### src/rtl/ogri_pkg.sv
// Shared types, constants and helpers of the occupancy grid ray-cast block.
// Used by the controller, the datapath and the top level. No dependencies.
package ogri_pkg;

  localparam int MaxWidth  = 128;
  localparam int MaxHeight = 128;
  localparam int MaxRadius = 15;
  localparam int XW        = $clog2(MaxWidth);
  localparam int YW        = $clog2(MaxHeight);
  localparam int AW        = XW + YW;
  localparam int Depth     = MaxWidth * MaxHeight;
  // signed disc offset, holds -MaxRadius..MaxRadius with margin
  localparam int RW        = $clog2(MaxRadius + 1) + 2;
  localparam int RSQW      = 2 * RW + 1;

  typedef enum logic [2:0] {
    REG_FREE     = 3'd0,
    REG_OCCUPIED = 3'd1,
    REG_UNKNOWN  = 3'd2,
    REG_WIDTH    = 3'd3,
    REG_HEIGHT   = 3'd4,
    REG_SENSOR_X = 3'd5,
    REG_SENSOR_Y = 3'd6,
    REG_RADIUS   = 3'd7
  } reg_e;

  typedef enum logic [1:0] {
    CMD_CLEAR  = 2'd0,
    CMD_RAY    = 2'd1,
    CMD_FINISH = 2'd2,
    CMD_READ   = 2'd3
  } cmd_e;

  typedef enum logic [3:0] {
    OP_NONE      = 4'd0,
    OP_LOAD      = 4'd1,
    OP_CLEAR     = 4'd2,
    OP_RAY_RD    = 4'd3,
    OP_RAY_WR    = 4'd4,
    OP_HIT       = 4'd5,
    OP_COPY      = 4'd6,
    OP_COPY_TAIL = 4'd7,
    OP_SCAN_RD   = 4'd8,
    OP_SCAN_CHK  = 4'd9,
    OP_DISC      = 4'd10,
    OP_READ_RD   = 4'd11,
    OP_OUT       = 4'd12
  } dp_op_e;

  typedef struct packed {
    dp_op_e op;
  } dp_cmd_t;

  typedef struct packed {
    logic sweep_last;
    logic ray_ok;
    logic ray_end;
    logic rad_zero;
    logic scan_last;
    logic occ;
    logic disc_last;
  } dp_stat_t;

  function automatic logic in_span(input logic signed [8:0] c, input logic [7:0] lim);
    return !c[8] && (c[7:0] < lim);
  endfunction

  function automatic logic [7:0] clamp_dim(input logic [7:0] v, input logic [10:0] mx);
    logic [7:0] r;
    if (v == 8'd0) r = 8'd1;
    else if ({3'b000, v} > mx) r = mx[7:0];
    else r = v;
    return r;
  endfunction

  function automatic logic [AW-1:0] cell_addr(input logic signed [8:0] x,
                                              input logic signed [8:0] y);
    return {y[YW-1:0], x[XW-1:0]};
  endfunction

endpackage

### src/rtl/ogri_ctrl.sv
// Controller state machine of the occupancy grid block.
// Depends on ogri_pkg; drives the datapath by command and reads its status.
module ogri_ctrl (
  input  logic             clk_i,
  input  logic             rst_ni,
  input  logic             start_i,
  input  logic [1:0]       cmd_i,
  input  ogri_pkg::dp_stat_t stat_i,
  output ogri_pkg::dp_cmd_t  cmd_o,
  output logic             busy_o
);

  typedef enum logic [11:0] {
    S_IDLE      = 12'b0000_0000_0001,
    S_CLEAR     = 12'b0000_0000_0010,
    S_RAY_RD    = 12'b0000_0000_0100,
    S_RAY_WR    = 12'b0000_0000_1000,
    S_HIT       = 12'b0000_0001_0000,
    S_COPY      = 12'b0000_0010_0000,
    S_COPY_TAIL = 12'b0000_0100_0000,
    S_SCAN_RD   = 12'b0000_1000_0000,
    S_SCAN_CHK  = 12'b0001_0000_0000,
    S_DISC      = 12'b0010_0000_0000,
    S_READ      = 12'b0100_0000_0000,
    S_OUT       = 12'b1000_0000_0000
  } state_e;

  state_e state_q, state_d;

  // next state and datapath command
  always_comb begin
    state_d    = state_q;
    cmd_o.op   = ogri_pkg::OP_NONE;
    unique case (state_q)
      S_IDLE: begin
        if (start_i) begin
          cmd_o.op = ogri_pkg::OP_LOAD;
          case (ogri_pkg::cmd_e'(cmd_i))
            ogri_pkg::CMD_CLEAR:  state_d = S_CLEAR;
            ogri_pkg::CMD_RAY:    state_d = S_RAY_RD;
            ogri_pkg::CMD_FINISH: state_d = stat_i.rad_zero ? S_IDLE : S_COPY;
            default:              state_d = S_READ;
          endcase
        end
      end
      S_CLEAR: begin
        cmd_o.op = ogri_pkg::OP_CLEAR;
        if (stat_i.sweep_last) state_d = S_IDLE;
      end
      S_RAY_RD: begin
        if (stat_i.ray_ok) begin
          cmd_o.op = ogri_pkg::OP_RAY_RD;
          state_d  = S_RAY_WR;
        end else begin
          state_d  = S_IDLE;
        end
      end
      S_RAY_WR: begin
        cmd_o.op = ogri_pkg::OP_RAY_WR;
        state_d  = stat_i.ray_end ? S_HIT : S_RAY_RD;
      end
      S_HIT: begin
        cmd_o.op = ogri_pkg::OP_HIT;
        state_d  = S_IDLE;
      end
      S_COPY: begin
        cmd_o.op = ogri_pkg::OP_COPY;
        if (stat_i.sweep_last) state_d = S_COPY_TAIL;
      end
      S_COPY_TAIL: begin
        cmd_o.op = ogri_pkg::OP_COPY_TAIL;
        state_d  = S_SCAN_RD;
      end
      S_SCAN_RD: begin
        cmd_o.op = ogri_pkg::OP_SCAN_RD;
        state_d  = S_SCAN_CHK;
      end
      S_SCAN_CHK: begin
        cmd_o.op = ogri_pkg::OP_SCAN_CHK;
        if (stat_i.occ) state_d = S_DISC;
        else if (stat_i.scan_last) state_d = S_IDLE;
        else state_d = S_SCAN_RD;
      end
      S_DISC: begin
        cmd_o.op = ogri_pkg::OP_DISC;
        if (stat_i.disc_last) state_d = stat_i.scan_last ? S_IDLE : S_SCAN_RD;
      end
      S_READ: begin
        cmd_o.op = ogri_pkg::OP_READ_RD;
        state_d  = S_OUT;
      end
      S_OUT: begin
        cmd_o.op = ogri_pkg::OP_OUT;
        state_d  = S_IDLE;
      end
      default: state_d = S_IDLE;
    endcase
  end

  // start with the post-reset clearing sweep
  always_ff @(posedge clk_i or negedge rst_ni) begin
    if (!rst_ni) state_q <= S_CLEAR;
    else state_q <= state_d;
  end

  assign busy_o = (state_q != S_IDLE);

endmodule

### config.mk
export PLATFORM = sky130hd
export DESIGN_NAME = ogri_ctrl
export DESIGN_NICKNAME = d
export VERILOG_FILES = /design/src/rtl/ogri_pkg.sv /design/src/rtl/ogri_ctrl.sv
export SDC_FILE = /design/constraint.sdc
export NUM_CORES = 1
export LEC_CHECK = 0
export BUFFER_PORTS_ARGS = -buffer_cell sky130_fd_sc_hd__buf_2
export CORE_ASPECT_RATIO = 0.5
export CORE_MARGIN = 3
export CORE_UTILIZATION = 35
export CTS_BUF_LIST = sky130_fd_sc_hd__clkbuf_4 sky130_fd_sc_hd__clkbuf_8 sky130_fd_sc_hd__clkbuf_16
export CTS_CLUSTER_SIZE = 40
export DETAILED_ROUTE_END_ITERATION = 6
export SYNTH_ARGS = -nofsm -noshare
export SYNTH_HDL_FRONTEND = slang
export SYNTH_SLANG_ARGS = --single-unit
### constraint.sdc
create_clock -name clk_i -period 2.5 [get_ports clk_i]
set_input_delay 0 -clock clk_i [delete_from_list [all_inputs] [get_ports clk_i]]
set_output_delay 0 -clock clk_i [all_outputs]
set_load 0.01 [all_outputs]
==> qor.yml, run 1 <==
clock_network:
  cts_tree: "built"
  clk_latency_ns: 0.25
  clock-sinks: 12
  cts-root-buf: "clkbuf_8"
  cts_inserted_buffers: 3
  cts_setup_buffers: 0
  clkTransAtPathRegs_ns: 0.05
  clockBufferDepth: 2
  htree_levels: 1
sta:
  timing.hold.ws_ns: 0.0181
  rsz0062_at_grt: "false"
  post-route-min-period_ns: 2.36
  worst_pin_slew_ns: 0.579
  max_slew_margin_pct: 60.9
  slew_viol_final: 0
  clock_skew_ns: 0.00139
  hold_viol: 0
  finalCritPeriodShare_pct: 94.4
  fmax_mhz: 424
  setup_viol: 0
  timing.setup.tns_ns: 0
logic_synthesis:
  synthSimpleGateAreaFrac_pct: 35.1
  synth_edf_count: 0
  async_reset_ff_share_pct: 100
  synth_compound_area_share_pct: 20.2
  synth_fp_nets: 125
  synth-adder-area-share_pct: 0
  synth.mux.area_fraction_pct: 0
  yosys-top-cells-area: "dfrtp_1, nor2_1, nor4_1, xnor2_1, o21ai_0"
  syn-instance-count: 113
  synth_top_family_by_area: "simple AND/OR/NAND/NOR gates"
  synth_top_cell_by_area: "dfrtp_1"
  synth.avg_cell_area_um2: 8.23
  yosysWarnings: 0
  synth_ff_type: "dfrtp_1"
  netlist_area_um2: 930
  yosysUniqueCellTypes: 41
  synth_top_area_share_pct: 29.6
  synthXorXnorAreaFrac_pct: 6.59
  ys_seq_elements: 12
  yosysSeqAreaShare_pct: 32.4
global_routing:
  grt-ovfl-total: 0
  grt_max_degree: 13
  antenna_found_initial: 0
  grt_usage_pct: 15.9
  grt_pass1_vias: 827
  grt_pass1_wl_um: 4060
finish:
  largest_reg_flops: 12
  fill_cells: 237
  drive_gt1_share_pct: 23.1
  areaGrowthSynthToFinish_pct: 23.6
  reg_top3: "state_q: 12 flops"
  nNetsFinal: 147
  largest_register: "state_q"
  insertedDiodeCount: 0
  fin_cells: 169
  final_area_mm2: 0.00115
drt:
  wl_met2_um: 1030
  vias: 933
  wl_um: 2470
  avgRoutedWirePerCell_um: 14.6
  met3_length_um: 154
  drtIter0Drc: 45
  drcViolationCount: 0
  vias_per_cell: 5.52
  top_layer: "met4"
  wl_met1_um: 1260
  drtPass1Iterations: 4
  ant_nets: 0
critical_path:
  critical_path_class: "flop to flop"
  end_kind: "flop"
  rr_startpoint: "state_q[2]"
  timing.rr.end: "state_q[1]"
  r2r_setup_slack_ns: 0.14
  r2r_cells: 5
  crit_arrival_ns: 2.55
  required_ns: 2.69
  start_kind: "flop"
  crit_fanout: 9
floorplanning:
  io_pins: 17
  core_mm2: 0.00236
  fp.dieArea_mm2: 0.00335
  die_y_um: 42.4
  initial_core_util_pct: 39.4
  rows: 12
  fp.dieW_um: 78.9
worst_hold_path:
  worstHoldStart: "stat_i[5]"
  whs_path_depth: 3
  hold_class: "input port to flop"
  worstHoldEndpoint: "state_q[3]"
pwr:
  p_int_uw: 511
  p_leak_nw: 0.512
  comb_power_share_pct: 45.2
  p_clk_share_pct: 25.7
  switchingPower_uw: 340
  seq_power_share_pct: 29.1
  p_sw_share_pct: 40.0
  pwr_density_cell_mw_per_mm2: 741
  ir_worst_vdd_v: 0.000319
placed_design:
  dp_hpwl_um: 1860
  dpl-instance-area_mm2: 0.00105
  numPlacedInstances: 161
  io_buffers: 16
  routabilityCongestion: 0.914
status:
  outcome: "completed"
flow_run:
  drv_cap: 0
## power by group through the flow
stage,clock network (mW),registers (mW),logic (mW)
2_1_floorplan,0,0.229,0.273
5_1_grt,0.235,0.252,0.431
3_3_place_gp,0,0.248,0.379
4_1_cts,0.228,0.247,0.383
6_report,0.218,0.248,0.384
3_5_place_dp,0,0.250,0.374
## how the worst max path moves through the flow
stage,from,endpoint,slack (ns),depth (start not counted)
2_1_floorplan,state_q[8],state_q[7],0.44,7
3_3_place_gp,state_q[2],state_q[6],0.47,5
3_5_place_dp,state_q[10],state_q[7],0.44,5
4_1_cts,state_q[2],state_q[1],0.12,5
5_1_grt,state_q[2],state_q[1],0.001,5
6_report,state_q[2],state_q[1],0.14,5
## what timing repair did
action / 4_1_cts / 5_1_grt
hold buffers: 4 / 0
gates resized for setup: 0 / 0
endpoints found under the hold margin: 14 / 0
## worst max-delay path: stages, from the launching register on
cell           delay [ns]
dfrtp_1              0.48
or4b_1               0.60
nor3_2               0.29
nand2_1              0.16
o31ai_1              0.19
dlygate4sd3_1        0.58
## cell usage in the layout, fill, tap and decap left out, types with 2 or more instances in the layout
| cell type | instances |
|---|---|
| buf_2 | 16 |
| nor2b_1 | 2 |
| nor2_1 | 13 |
| nand2_1 | 8 |
| nor4b_1 | 2 |
| o21ai_0 | 7 |
| inv_1 | 2 |
| o22a_1 | 2 |
| a32oi_1 | 2 |
| nand2b_1 | 5 |
| dlygate4sd3_1 | 4 |
| nor3_1 | 2 |
| xnor2_1 | 5 |
| or3_1 | 2 |
| clkbuf_8 | 4 |
| a21o_1 | 2 |
| nand3b_1 | 3 |
| nor4_1 | 7 |
| a21oi_1 | 4 |
| or4_1 | 4 |
| dfrtp_1 | 11 |
| buf_4 | 6 |
| xor2_1 | 2 |
## layout make-up
cell class / instances / area (um2) / area share [%]
clock buffer: 4 / 55.1 / 4.79
tap: 35 / 43.8 / 3.81
multi-input combinational: 90 / 576 / 50.1
timing repair buffer: 26 / 165 / 14.4
sequential: 12 / 302 / 26.3
inverter: 2 / 7.51 / 0.654
## stage by stage
stage	power [mW]	utilization (%)	setup WS (ns)
global placement	0.627	44.7	0.474
detailed placement	0.624	44.7	0.440
finish	0.851	48.7	0.139
floorplan	0.503	-	0.440
global route	0.919	48.7	0.00144
CTS	0.857	48.7	0.124
## synthesized netlist by cell type (all sizes together) (3+ instances only)
master,n
nor2,13
dfrtp,11
nand2,8
nor4,8
o21ai,7
clkbuf,5
nand2b,5
xnor2,5
a21oi,4
buf,4
or4,4
nand3b,3
nor3,3
## layer usage
layer	GRT usage [%]	vias up
met3	4.94	3
li1	-	466
met1	23.6	438
met4	5.14	0
met5	0	-
met2	21.4	26
## cells by family after synthesis
logic type / count (synthesis)
simple gates: 56
flops: 12
buf+inv: 11
compound gates: 27
xor+xnor: 7
Power figures use the tool's default switching activity.
==> run 2: changes to the inputs <==
--- a/config.mk
+++ b/config.mk
@@ -9,9 +9,9 @@
 export CORE_ASPECT_RATIO = 0.5
 export CORE_MARGIN = 3
 export CORE_UTILIZATION = 35
-export CTS_BUF_LIST = sky130_fd_sc_hd__clkbuf_4 sky130_fd_sc_hd__clkbuf_8 sky130_fd_sc_hd__clkbuf_16
 export CTS_CLUSTER_SIZE = 40
 export DETAILED_ROUTE_END_ITERATION = 6
+export REMOVE_ABC_BUFFERS = 1
 export SYNTH_ARGS = -nofsm -noshare
 export SYNTH_HDL_FRONTEND = slang
 export SYNTH_SLANG_ARGS = --single-unit
==> run 2 against run 1 <==
Against the previous run: global-route usage shrank 0.055 points; cell area grew 0.65%; critical path depth is the same; count of clock-buffer cells in the layout is the same; clock skew is essentially flat; die area is the same; sequential cell count is the same; register-to-register slack is essentially flat; first-iteration DRC count grew 8.9%; cell count grew 0.59%; critical path type unchanged; critical endpoint unchanged; largest cell class unchanged; highest routed layer unchanged.
==> qor.yml, run 2 (synthesis results as in run 1) <==
status:
  outcome: "completed"  # unchanged
critical_path:
  crit_fanout: 10  # was 9
  crit_arrival_ns: 2.56  # was 2.55 ns
  required_ns: 2.69  # about the same
  end_kind: "flop"  # unchanged
  critical_path_class: "flop to flop"  # unchanged
  start_kind: "flop"  # unchanged
floorplanning:
  initial_core_util_pct: 39.4  # unchanged
  fp.dieW_um: 78.9  # unchanged
  io_pins: 17  # unchanged
  fp.dieArea_mm2: 0.00335  # unchanged
  core_mm2: 0.00236  # unchanged
  rows: 12  # unchanged
  die_y_um: 42.4  # unchanged
global_routing:
  antenna_found_initial: 0  # unchanged
  grt_usage_pct: 15.8  # was 15.9%
  grt_pass1_vias: 832  # was 827
  grt-ovfl-total: 0  # unchanged
  grt_max_degree: 13  # unchanged
  grt_pass1_wl_um: 4020  # was 4060 um
clock_network:
  cts_inserted_buffers: 3  # unchanged
  clkTransAtPathRegs_ns: 0.06  # was 0.05 ns
  htree_levels: 1  # unchanged
  clock-sinks: 12  # unchanged
  clockBufferDepth: 2  # unchanged
  clk_latency_ns: 0.24  # was 0.25 ns
  cts_tree: "built"  # unchanged
  cts-root-buf: "clkbuf_8"  # unchanged
  cts_setup_buffers: 0  # unchanged
placed_design:
  routabilityCongestion: 0.898  # was 0.914
  dp_hpwl_um: 1890  # was 1860 um
  io_buffers: 16  # unchanged
drt:
  drtPass1Iterations: 4  # unchanged
  drtIter0Drc: 49  # was 45
  ant_nets: 0  # unchanged
  wl_um: 2490  # was 2470 um
  vias_per_cell: 5.63  # was 5.52
  vias: 957  # was 933
  avgRoutedWirePerCell_um: 14.6  # about the same
  drcViolationCount: 0  # unchanged
sta:
  post-route-min-period_ns: 2.37  # was 2.36 ns
  fmax_mhz: 422  # was 424 MHz
  timing.setup.tns_ns: 0  # unchanged
  finalCritPeriodShare_pct: 94.7  # was 94.4%
  rsz0062_at_grt: "false"  # unchanged
  clock_skew_ns: 0.00174  # was 0.00139 ns
  max_slew_margin_pct: 54.5  # was 60.9%
  slew_viol_final: 0  # unchanged
  worst_pin_slew_ns: 0.673  # was 0.579 ns
  setup_viol: 0  # unchanged
  hold_viol: 0  # unchanged
finish:
  insertedDiodeCount: 0  # unchanged
  largest_register: "state_q"  # unchanged
  largest_reg_flops: 12  # unchanged
  fill_cells: 240  # was 237
  reg_top3: "state_q: 12 flops"  # unchanged
  final_common_cell: "buf_2"  # unchanged
  drive_gt1_share_pct: 23.7  # was 23.1%
  finalCoreUtilization_pct: 49.0  # was 48.7%
  areaGrowthSynthToFinish_pct: 24.4  # was 23.6%
  layout_common_cells: "buf_2, nor2_1, dfrtp_1"  # unchanged
  nNetsFinal: 148  # was 147
pwr:
  p_clk_share_pct: 25.9  # was 25.7%
  p_int_uw: 511  # about the same
  p_leak_nw: 0.518  # was 0.512 nW
  comb_power_share_pct: 45.3  # was 45.2%
  p_sw_share_pct: 39.8  # was 40.0%
  ir_worst_vdd_v: 0.000371  # was 0.000319 V
  pwr_density_cell_mw_per_mm2: 735  # was 741 mW/mm2
  seq_power_share_pct: 28.8  # was 29.1%
  switchingPower_uw: 338  # was 340 uW
worst_hold_path:
  hold_class: "input port to flop"  # unchanged
flow_run:
  drv_cap: 0  # unchanged
-- run 2: changes by cell type in the layout (fill, tap and decap cells not counted), sizes merged --
cell and delta:
buf +1
-- run 2: power groups by stage --
stage	Sequential [mW]	Clock [mW]	Combinational [mW]
2_1_floorplan	0.244	0	0.250
3_3_place_gp	0.245	0	0.376
3_5_place_dp	0.247	0	0.379
4_1_cts	0.244	0.223	0.386
5_1_grt	0.249	0.236	0.428
6_report	0.245	0.220	0.385
-- run 2: repair_timing --
item / CTS / global route
hold buffers: 4 / 0
endpoints found under the hold margin: 15 / 0
gates resized for setup: 0 / 0
-- run 2: path summary, 6_finish.rpt --
path | start | endpoint | slack [ns] | cells after the start
worst min-delay path | cmd_i[0] | state_q[10] | 0.01 | 3
min in group asynchronous | rst_ni | state_q[9] | 0.16 | 2
worst max-delay path | state_q[11] | state_q[1] | 0.13 | 5
max in group asynchronous | rst_ni | state_q[1] | 2.06 | 2
worst max register to register | state_q[11] | state_q[1] | 0.13 | 5
worst min register to register | state_q[8] | state_q[11] | 0.60 | 2
-- run 2: final cells by class --
type	count	area [um2]	share of cell area (%)
Inverter	2	7.51	0.649
Clock buffer	4	55.1	4.76
Timing Repair Buffer	27	173	14.9
Tap cell	35	43.8	3.79
Multi-Input combinational cell	90	576	49.8
Sequential cell	12	302	26.1
-- run 2: routing by layer --
metal,GRT usage [%],part of all wire [%],vias to the layer above,wire length (um)
met3,5.58,8.6,2,214
li1,-,-,468,-
met4,4.11,0.84,0,21
met2,22.3,42,37,1050
met5,0,0,-,0
met1,22.8,48,450,1200
-- run 2: metrics by stage --
| stage | setup slack [ns] | cell area, um2 | power, mW | cells | hold WS, ns |
|---|---|---|---|---|---|
| 5_1_grt | 0.0137 | 1160 | 0.912 | 170 | 0.0301 |
| 2_1_floorplan | 0.454 | 885 | 0.494 | 104 | -0.296 |
| 4_1_cts | 0.131 | 1160 | 0.853 | 170 | 0.00745 |
| 3_3_place_gp | 0.431 | 1060 | 0.621 | 162 | -0.100 |
| 3_5_place_dp | 0.394 | 1060 | 0.626 | 162 | -0.101 |
| 6_report | 0.132 | 1160 | 0.849 | 170 | 0.0104 |
-- run 2: critical path: stages (launching register included) --
cell and delay [ns]:
dfrtp_1 0.47, or4_1 0.63, nor3_2 0.29, nand2_1 0.16, o31ai_1 0.20, dlygate4sd3_1 0.57
==> run 3: changes to the inputs <==
--- a/config.mk
+++ b/config.mk
@@ -6,9 +6,9 @@
 export NUM_CORES = 1
 export LEC_CHECK = 0
 export BUFFER_PORTS_ARGS = -buffer_cell sky130_fd_sc_hd__buf_2
-export CORE_ASPECT_RATIO = 0.5
 export CORE_MARGIN = 3
-export CORE_UTILIZATION = 35
+export CORE_UTILIZATION = 39
+export CTS_CLUSTER_DIAMETER = 120
 export CTS_CLUSTER_SIZE = 40
 export DETAILED_ROUTE_END_ITERATION = 6
 export REMOVE_ABC_BUFFERS = 1
==> run 3 against run 2 <==
Against the previous run: die area down 10%; clock skew down 0.0013 ns; worst hold slack better by 0.036 ns; maximum frequency up 1.9%; worst setup slack better by 0.043 ns.
==> qor.yml, run 3 (synthesis results as in run 1) <==
global_routing:
  antenna_found_initial: 0  # unchanged
  grt_usage_pct: 17.1  # was 15.8%
  grt_max_degree: 13  # unchanged
  grt_pass1_vias: 823  # was 832
  grt-ovfl-total: 0  # unchanged
  grt_pass1_wl_um: 3580  # was 4020 um
sta:
  hold_viol: 0  # unchanged
  timing.hold.ws_ns: 0.0466  # was 0.0104 ns
  post-route-min-period_ns: 2.32  # was 2.37 ns
  rsz0062_at_grt: "false"  # unchanged
  finalCritPeriodShare_pct: 93.0  # was 94.7%
  clock_skew_ns: 0.000469  # was 0.00174 ns
  worst_pin_slew_ns: 0.604  # was 0.673 ns
  setup_viol: 0  # unchanged
  timing.setup.tns_ns: 0  # unchanged
  max_slew_margin_pct: 59.2  # was 54.5%
  slew_viol_final: 0  # unchanged
  fmax_mhz: 430  # was 422 MHz
drt:
  wl_um: 2220  # was 2490 um
  drtPass1Iterations: 4  # unchanged
  drtIter0Drc: 16  # was 49
  vias: 950  # was 957
  drcViolationCount: 0  # unchanged
  ant_nets: 0  # unchanged
  vias_per_cell: 5.79  # was 5.63
  avgRoutedWirePerCell_um: 13.6  # was 14.6 um
floorplanning:
  core_mm2: 0.00223  # was 0.00236 mm2
  initial_core_util_pct: 41.6  # was 39.4%
  fp.dieW_um: 54.8  # was 78.9 um
  rows: 17  # was 12
  die_y_um: 54.8  # was 42.4 um
  fp.dieArea_mm2: 0.00301  # was 0.00335 mm2
  io_pins: 17  # unchanged
clock_network:
  clockBufferDepth: 2  # unchanged
  cts-root-buf: "clkbuf_4"  # was clkbuf_8
  clock-sinks: 12  # unchanged
  cts_hold_buf: 6  # was 4
  cts_inserted_buffers: 3  # unchanged
  post_cts_resized: 0  # unchanged
  htree_levels: 1  # unchanged
  cts_setup_buffers: 0  # unchanged
  clkTransAtPathRegs_ns: 0.07  # was 0.06 ns
  cts_tree: "built"  # unchanged
  clk_latency_ns: 0.26  # was 0.24 ns
placed_design:
  dpl-instance-area_mm2: 0.00104  # was 0.00106 mm2
  numPlacedInstances: 154  # was 162
  dp_hpwl_um: 1760  # was 1890 um
  routabilityCongestion: 0.901  # was 0.898
  io_buffers: 16  # unchanged
finish:
  multi_input_area_um2: 576  # unchanged
  nNetsFinal: 149  # was 148
  reg_top3: "state_q: 12 flops"  # unchanged
  final_area_mm2: 0.00114  # was 0.00116 mm2
  largest_reg_flops: 12  # unchanged
  fill_cells: 212  # was 240
  largest_register: "state_q"  # unchanged
  drive_gt1_share_pct: 22.8  # was 23.7%
  ff_latch_area_um2: 302  # unchanged
  final_common_cell: "buf_2"  # unchanged
  areaGrowthSynthToFinish_pct: 22.7  # was 24.4%
  fin_cells: 164  # was 170
  insertedDiodeCount: 0  # unchanged
  layout_common_cells: "buf_2, nor2_1, dfrtp_1"  # unchanged
critical_path:
  critical_path_class: "flop to flop"  # unchanged
  start_kind: "flop"  # unchanged
  required_ns: 2.71  # was 2.69 ns
  crit_fanout: 10  # unchanged
  crit_arrival_ns: 2.53  # was 2.56 ns
  end_kind: "flop"  # unchanged
worst_hold_path:
  hold_class: "input port to flop"  # unchanged
status:
  outcome: "completed"  # unchanged
pwr:
  ir_worst_vdd_v: 0.000553  # was 0.000371 V
  pwr_density_cell_mw_per_mm2: 676  # was 735 mW/mm2
  p_leak_nw: 0.513  # was 0.518 nW
  total_power_uw: 771  # was 849 uW
flow_run:
  drv_cap: 0  # unchanged
==> run 3: critical path, stage by stage, from the launching register on <==
cell	delay (ns)
dfrtp_1	0.49
or4_1	0.57
nor3_2	0.27
nand2_1	0.16
o31ai_1	0.20
dlygate4sd3_1	0.58
==> run 3: cell type report <==
type / instances / area share (%)
clock buffer: 4 / 3.18
sequential: 12 / 26.4
inverter: 2 / 0.658
multi-input combinational: 90 / 50.4
tap: 28 / 3.07
timing repair buffer: 28 / 16.2
==> run 3: stage by stage <==
| stage | setup WS, ns | util (%) |
|---|---|---|
| 2_1_floorplan | 0.454 | - |
| 3_3_place_gp | 0.410 | 46.8 |
| 3_5_place_dp | 0.429 | 46.8 |
| 4_1_cts | 0.190 | 51.1 |
| 5_1_grt | 0.0264 | 51.1 |
| 6_report | 0.175 | 51.1 |
==> run 3: worst paths after layout <==
check,start,slack [ns],endpoint,depth (start not counted)
worst max-delay path,state_q[10],0.18,state_q[1],5
worst min-delay path,stat_i[2],0.05,state_q[0],3
worst max register to register,state_q[10],0.18,state_q[1],5
worst min register to register,state_q[11],0.60,state_q[9],2
max in group asynchronous,rst_ni,2.11,state_q[1],2
min in group asynchronous,rst_ni,0.13,state_q[11],2
==> run 3: per-layer routing <==
metal / up-vias / share of wire [%] / track usage, %
met5: - / 0 / 0
met4: 0 / 2.6 / 11.6
met3: 6 / 6.1 / 1.91
met2: 42 / 48 / 24.8
met1: 438 / 44 / 23.4
li1: 464 / - / -
==> run 3: where the power goes <==
part,internal [mW],switching [mW]
sequential,0.214,0.0310
clock,0.0884,0.0559
combinational,0.158,0.223
